--- config.mk ---
export PLATFORM = sky130hd
export DESIGN_NAME = rcbd_ctrl
export DESIGN_NICKNAME = d
export VERILOG_FILES = /design/src/hdl/rcbd_pkg.sv /design/src/hdl/rcbd_ctrl.sv
export SDC_FILE = /design/constraint.sdc
export NUM_CORES = 1
export LEC_CHECK = 0
export BUFFER_PORTS_ARGS = -buffer_cell sky130_fd_sc_hd__buf_2
export CAP_MARGIN = 20
export CORE_MARGIN = 2
export CORE_UTILIZATION = 35
export CTS_BUF_LIST = sky130_fd_sc_hd__clkbuf_4
export CTS_CLUSTER_DIAMETER = 40
export CTS_CLUSTER_SIZE = 8
export DETAILED_ROUTE_END_ITERATION = 6
export PLACE_DENSITY = 0.57
export SLEW_MARGIN = 20
export SYNTH_ARGS = -nofsm -noshare
export SYNTH_HDL_FRONTEND = slang
export SYNTH_SLANG_ARGS = --single-unit
--- constraint.sdc ---
create_clock -name clk_i -period 2.1 [get_ports clk_i]
set_input_delay 0.315 -clock clk_i [delete_from_list [all_inputs] [get_ports clk_i]]
set_output_delay 0.315 -clock clk_i [all_outputs]
set_load 0.01 [all_outputs]
--- src/hdl/rcbd_pkg.sv ---
`timescale 1ns / 1ps

package rcbd_pkg;

  localparam int DataW        = 64;
  localparam int KeyW         = 32;
  localparam int CfgIdxW      = 3;
  localparam int BlockBitsDef = 64;
  localparam int CntW         = 6;

  typedef enum logic [CfgIdxW-1:0] {
    CFG_PRIME_P = 3'd0,
    CFG_PRIME_Q = 3'd1,
    CFG_EXP_P   = 3'd2,
    CFG_EXP_Q   = 3'd3,
    CFG_Q_INV   = 3'd4,
    CFG_MODULUS = 3'd5
  } cfg_idx_e;

  typedef struct packed {
    logic [KeyW-1:0]  prime_p;
    logic [KeyW-1:0]  prime_q;
    logic [KeyW-1:0]  exp_p;
    logic [KeyW-1:0]  exp_q;
    logic [KeyW-1:0]  q_inv;
    logic [DataW-1:0] modulus;
  } key_t;

  typedef enum logic {
    OP_MUL,
    OP_REM
  } arith_op_e;

  typedef enum logic [2:0] {
    SRC_C,
    SRC_ACC,
    SRC_BAS,
    SRC_T,
    SRC_U,
    SRC_Q,
    SRC_IQ,
    SRC_SUM
  } src_e;

  typedef enum logic [1:0] {
    MOD_P,
    MOD_Q,
    MOD_N
  } mod_e;

  typedef enum logic [1:0] {
    DST_ACC,
    DST_BAS,
    DST_T,
    DST_U
  } dst_e;

  typedef enum logic [1:0] {
    AU_IDLE,
    AU_MUL,
    AU_REM
  } au_state_e;

  typedef enum logic [4:0] {
    ST_IDLE,
    ST_PH_INIT,
    ST_BASE_W,
    ST_EXP_CHK,
    ST_AMUL_W,
    ST_ARED_S,
    ST_ARED_W,
    ST_BSQ_S,
    ST_BMUL_W,
    ST_BRED_S,
    ST_BRED_W,
    ST_QMOD_S,
    ST_QMOD_W,
    ST_DIFF,
    ST_HRD_S,
    ST_HRD_W,
    ST_HIQ_S,
    ST_HIQ_W,
    ST_HMUL_S,
    ST_HMUL_W,
    ST_HRED_S,
    ST_HRED_W,
    ST_RQ_S,
    ST_RQ_W,
    ST_FIN_S,
    ST_FIN_W,
    ST_DONE
  } ctrl_state_e;

  typedef struct packed {
    logic      load_in;
    logic      start;
    arith_op_e op;
    src_e      src_a;
    src_e      src_b;
    mod_e      mod_sel;
    logic      wr_res;
    dst_e      dst;
    logic      init_exp;
    logic      sel_q;
    logic      shift_exp;
    logic      save_m;
    logic      save_diff;
    logic      load_out;
  } cmd_t;

  typedef struct packed {
    logic arith_done;
    logic arith_busy;
    logic exp_zero;
    logic exp_bit0;
    logic exp_last;
    logic out_free;
  } status_t;

endpackage

--- src/hdl/rcbd_ctrl.sv ---
`timescale 1ns / 1ps

module rcbd_ctrl (
  input  logic                clk_i,
  input  logic                rst_ni,
  input  logic                in_valid_i,
  output logic                in_ready_o,
  input  rcbd_pkg::status_t   stat_i,
  output rcbd_pkg::cmd_t      cmd_o
);
  import rcbd_pkg::*;

  ctrl_state_e state_q, state_d;
  logic        phase_q, phase_d;   // 0: exponent mod p, 1: exponent mod q
  mod_e        mod_ph;

  assign mod_ph = phase_q ? MOD_Q : MOD_P;

  always_ff @(posedge clk_i or negedge rst_ni) begin
    if (!rst_ni) begin
      state_q <= ST_IDLE;
      phase_q <= 1'b0;
    end else begin
      state_q <= state_d;
      phase_q <= phase_d;
    end
  end

  always_comb begin
    state_d       = state_q;
    phase_d       = phase_q;
    in_ready_o    = 1'b0;
    cmd_o         = '0;
    cmd_o.op      = OP_REM;
    cmd_o.src_a   = SRC_T;
    cmd_o.src_b   = SRC_T;
    cmd_o.mod_sel = mod_ph;
    cmd_o.dst     = DST_T;
    cmd_o.sel_q   = phase_q;
    unique case (state_q)
      ST_IDLE: begin
        in_ready_o = 1'b1;
        if (in_valid_i) begin
          cmd_o.load_in = 1'b1;
          phase_d       = 1'b0;
          state_d       = ST_PH_INIT;
        end
      end
      ST_PH_INIT: begin
        cmd_o.init_exp = 1'b1;
        cmd_o.start    = 1'b1;
        cmd_o.src_a    = SRC_C;
        state_d        = ST_BASE_W;
      end
      ST_BASE_W: begin
        if (stat_i.arith_done) begin
          cmd_o.wr_res = 1'b1;
          cmd_o.dst    = DST_BAS;
          state_d      = ST_EXP_CHK;
        end
      end
      ST_EXP_CHK: begin
        if (stat_i.exp_zero) begin
          cmd_o.save_m = 1'b1;
          if (!phase_q) begin
            phase_d = 1'b1;
            state_d = ST_PH_INIT;
          end else begin
            state_d = ST_QMOD_S;
          end
        end else if (stat_i.exp_bit0) begin
          cmd_o.start = 1'b1;
          cmd_o.op    = OP_MUL;
          cmd_o.src_a = SRC_ACC;
          cmd_o.src_b = SRC_BAS;
          state_d     = ST_AMUL_W;
        end else begin
          cmd_o.start = 1'b1;
          cmd_o.op    = OP_MUL;
          cmd_o.src_a = SRC_BAS;
          cmd_o.src_b = SRC_BAS;
          state_d     = ST_BMUL_W;
        end
      end
      ST_AMUL_W: begin
        if (stat_i.arith_done) begin
          cmd_o.wr_res = 1'b1;
          state_d      = ST_ARED_S;
        end
      end
      ST_ARED_S: begin
        cmd_o.start = 1'b1;
        state_d     = ST_ARED_W;
      end
      ST_ARED_W: begin
        if (stat_i.arith_done) begin
          cmd_o.wr_res = 1'b1;
          cmd_o.dst    = DST_ACC;
          // no squaring after the top exponent bit
          if (stat_i.exp_last) begin
            cmd_o.shift_exp = 1'b1;
            state_d         = ST_EXP_CHK;
          end else begin
            state_d = ST_BSQ_S;
          end
        end
      end
      ST_BSQ_S: begin
        cmd_o.start = 1'b1;
        cmd_o.op    = OP_MUL;
        cmd_o.src_a = SRC_BAS;
        cmd_o.src_b = SRC_BAS;
        state_d     = ST_BMUL_W;
      end
      ST_BMUL_W: begin
        if (stat_i.arith_done) begin
          cmd_o.wr_res = 1'b1;
          state_d      = ST_BRED_S;
        end
      end
      ST_BRED_S: begin
        cmd_o.start = 1'b1;
        state_d     = ST_BRED_W;
      end
      ST_BRED_W: begin
        if (stat_i.arith_done) begin
          cmd_o.wr_res    = 1'b1;
          cmd_o.dst       = DST_BAS;
          cmd_o.shift_exp = 1'b1;
          state_d         = ST_EXP_CHK;
        end
      end
      ST_QMOD_S: begin
        cmd_o.start   = 1'b1;
        cmd_o.src_a   = SRC_Q;
        cmd_o.mod_sel = MOD_P;
        state_d       = ST_QMOD_W;
      end
      ST_QMOD_W: begin
        if (stat_i.arith_done) begin
          cmd_o.wr_res = 1'b1;
          state_d      = ST_DIFF;
        end
      end
      ST_DIFF: begin
        cmd_o.save_diff = 1'b1;
        state_d         = ST_HRD_S;
      end
      ST_HRD_S: begin
        cmd_o.start   = 1'b1;
        cmd_o.mod_sel = MOD_P;
        state_d       = ST_HRD_W;
      end
      ST_HRD_W: begin
        if (stat_i.arith_done) begin
          cmd_o.wr_res = 1'b1;
          state_d      = ST_HIQ_S;
        end
      end
      ST_HIQ_S: begin
        cmd_o.start   = 1'b1;
        cmd_o.src_a   = SRC_IQ;
        cmd_o.mod_sel = MOD_P;
        state_d       = ST_HIQ_W;
      end
      ST_HIQ_W: begin
        if (stat_i.arith_done) begin
          cmd_o.wr_res = 1'b1;
          cmd_o.dst    = DST_U;
          state_d      = ST_HMUL_S;
        end
      end
      ST_HMUL_S: begin
        cmd_o.start = 1'b1;
        cmd_o.op    = OP_MUL;
        cmd_o.src_b = SRC_U;
        state_d     = ST_HMUL_W;
      end
      ST_HMUL_W: begin
        if (stat_i.arith_done) begin
          cmd_o.wr_res = 1'b1;
          state_d      = ST_HRED_S;
        end
      end
      ST_HRED_S: begin
        cmd_o.start   = 1'b1;
        cmd_o.mod_sel = MOD_P;
        state_d       = ST_HRED_W;
      end
      ST_HRED_W: begin
        if (stat_i.arith_done) begin
          cmd_o.wr_res = 1'b1;
          state_d      = ST_RQ_S;
        end
      end
      ST_RQ_S: begin
        cmd_o.start = 1'b1;
        cmd_o.op    = OP_MUL;
        cmd_o.src_b = SRC_Q;
        state_d     = ST_RQ_W;
      end
      ST_RQ_W: begin
        if (stat_i.arith_done) begin
          cmd_o.wr_res = 1'b1;
          state_d      = ST_FIN_S;
        end
      end
      ST_FIN_S: begin
        cmd_o.start   = 1'b1;
        cmd_o.src_a   = SRC_SUM;
        cmd_o.mod_sel = MOD_N;
        state_d       = ST_FIN_W;
      end
      ST_FIN_W: begin
        if (stat_i.arith_done) begin
          cmd_o.wr_res = 1'b1;
          state_d      = ST_DONE;
        end
      end
      ST_DONE: begin
        if (stat_i.out_free) begin
          cmd_o.load_out = 1'b1;
          state_d        = ST_IDLE;
        end
      end
      default: state_d = ST_IDLE;
    endcase
  end

endmodule

==> results.ini <==
[cts]
cts_buffers = 3
cts_sinks = 6
cts.clk_slew.worst_paths_ns = 0.05
insertion_delay_ns = 0.25
h-tree-depth = 1
cts_root_buffer = clkbuf_4
cts_tree = done
clock_path_buffers = 2
cts_setup_buffers = 0

[detailed_routing]
num_vias = 1007
drtIter0Drc = 39
routed_wl_um = 2590
dr.pass1.iters = 4
viasPerCell = 5.59
wl_per_cell_um = 14.4
drc_errors = 0
ant_nets = 0

[synthesis]
muxShareOfSynthArea_pct = 6.40
synth-seq-cells = 6
synth_top_family_by_area = simple AND/OR/NAND/NOR gates
synth_area_per_cell_um2 = 7.95
yosys_warnings = 0
netlist_instances = 118
ys_seq_area_share_pct = 16.0
synth_compound_area_share_pct = 24.3
ys_dominant_reg_cell = dfrtp_1
syn_area_um2 = 938
synth-edff-count = 0
yosys.area_share.simple_pct = 35.7
synth_xor_area_share_pct = 1.87
ys_types = 48
synth_adder_area_share_pct = 0
synth_nets = 127
async_flop_share_pct = 100

[run_status]
status = completed

[placed_design]
dpl_worst_slack_ns = 0.243
portBuffers = 28
globalplace.congestion = 0.885
dp_hpwl_um = 1970

[worst_setup_path]
cpPeakStageDelay_ns = 0.62
timing.critical_path.buf_inv = 2
required_ns = 1.78
crit_arrival_ns = 1.70
endpoint_kind = output pin
critPathKind = flop to output pin
startpoint_type = flop
crit_chain = inv_2 -> nor2_1 -> a21oi_1 -> nor4b_1 -> buf_2
crit_path_max_fanout = 14
slowest_stage = dfrtp_1
cp_top_family = flip-flops
r2r_setup_slack_ns = 0.21

[timing]
grt_setup_unrepaired = no
fin_crit_ns = 2.02
fmax_ghz = 0.496
finalClockSkew_ns = 0.00326
finalWorstSetupSlack_ns = 0.0833
setup_tns_ns = 0
worst_pin_slew_ns = 0.476
setup_violations = 0
finalHoldViolations = 0
slew_violations = 0
fin_hold_ws_ns = 0.418
relSlewSlack_pct = 67.9
finalCritPeriodShare_pct = 96.0

[floorplanning]
start_util_pct = 37.5
die-height_um = 55.8
io_pins = 30
fp-row-count = 18
fp.dieW_um = 55.8
core_area_um2 = 2500
die-area_um2 = 3110

[layout]
insertedDiodeCount = 0
drive_above_1_share_pct = 40.7
syn2layout_area_growth_pct = 19.9
final_nets = 161
nFillCells = 265

[global_routing]
overflow = 0
grt_max_degree = 15
grt_pass1_wl_um = 4120
grt_pass1_vias = 876
antenna_found_initial = 0
grt_use_total_pct = 16.2

[pwr]
irDropWorstVdd_mv = 0.652
power_per_cell_area_nw_per_um2 = 1650
total_power_mw = 1.86
leakagePower_nw = 0.514

[job]
maxCapViolations = 0

[hold_path]
hp-class = primary input to asynchronous set/reset pin

[synth_stat cells (2+ instances only)]
| library cell | n | area share [%] |
|---|---|---|
| buf_6 | 4 | 4.8 |
| nor2_1 | 13 | 5.2 |
| dfrtp_1 | 6 | 16 |
| nand2b_1 | 2 | 1.3 |
| xor2_1 | 2 | 1.9 |
| nor3_1 | 2 | 1.1 |
| nor4_1 | 2 | 1.3 |
| nor2b_1 | 4 | 2.7 |
| nand2_1 | 12 | 4.8 |
| inv_1 | 5 | 2.0 |
| o2111ai_1 | 2 | 1.9 |
| nor4b_1 | 2 | 1.9 |
| nor2_2 | 2 | 1.3 |
| and3_1 | 4 | 2.7 |
| o21ai_0 | 6 | 3.2 |
| a31oi_1 | 3 | 2.0 |
| o22ai_1 | 3 | 2.0 |
| nand3_1 | 2 | 1.1 |
| inv_2 | 2 | 0.80 |
| buf_4 | 2 | 1.6 |
| clkbuf_8 | 3 | 4.4 |
| mux2_4 | 4 | 6.4 |
| a21oi_1 | 6 | 3.2 |
[metrics by stage]
step	instance area, um^2	cells	util (%)
finish	1120	180	45.0
detailed placement	1080	176	43.1
global route	1120	180	45.0
floorplan	938	118	-
global placement	1080	176	43.1
CTS	1110	180	44.4
[timing repair]
| action | in CTS | in global routing |
|---|---|---|
| hold buffers | 1 | 0 |
| hold endpoints to repair | 6 | 0 |
| endpoints found under the setup margin | 0 | 3 |
| gates resized for setup | 0 | 3 |
[routing by layer]
layer  up-vias  part of all wire [%]  track usage [%]
met4         0                   1.1             5.57
met3         4                   8.1             2.56
met5         -                     0                0
met1       446                    47             23.2
li1        498                     -                -
met2        59                    44             24.7
[cell families after synthesis]
group,after synthesis
AND/OR/NAND/NOR,57
AO/OA/AOI/OAI,31
buffers and inverters,18
flip-flops,6
multiplexers,4
XOR/XNOR,2
[path summary, 6_finish.rpt]
kind,startpoint,end,cells after the start
setup / recovery,state_q[3],cmd_o[3],5
hold / removal,rst_ni,state_q[4],2
setup reg to reg,state_q[3],state_q[0],6
hold reg to reg,phase_q,phase_q,2
max in group asynchronous,rst_ni,state_q[2],2
min in group clk_i,in_valid_i,phase_q,3
[state kept, by name, summed over array words and instances, names as in the netlist]
signal / cells
state_q: 5
phase_q: 1
[report_power, final]
group / internal, mW / switching [mW] / total [mW]
registers: 0.175 / 0.114 / 0.290
logic: 0.657 / 0.805 / 1.46
clock network: 0.0646 / 0.0416 / 0.106
total: 0.897 / 0.961 / 1.86
[layout by cell type (no fill, tap or decap), drive strengths merged, types with 2 or more instances in the layout]
| master | n |
|---|---|
| buf | 39 |
| nor2 | 16 |
| nand2 | 12 |
| a21oi | 7 |
| inv | 7 |
| o21ai | 6 |
| dfrtp | 6 |
| and3 | 4 |
| nor2b | 4 |
| mux2 | 4 |
| o22ai | 4 |
| nor4 | 4 |
| a31oi | 3 |
| clkbuf | 3 |
| nor3 | 3 |
| nand2b | 2 |
| o2111ai | 2 |
| nand3 | 2 |
| xor2 | 2 |
| nor4b | 2 |
[final cells by class]
| type | count | area [um^2] | share of cell area, % |
|---|---|---|---|
| clock buffers | 3 | 22.5 | 2.00 |
| inverters | 7 | 26.3 | 2.34 |
| multi-input cells | 94 | 654 | 58.2 |
| flip-flops and latches | 6 | 151 | 13.5 |
| well taps | 30 | 37.5 | 3.34 |
| repair buffers | 40 | 233 | 20.7 |
Power figures use the tool's default switching activity.
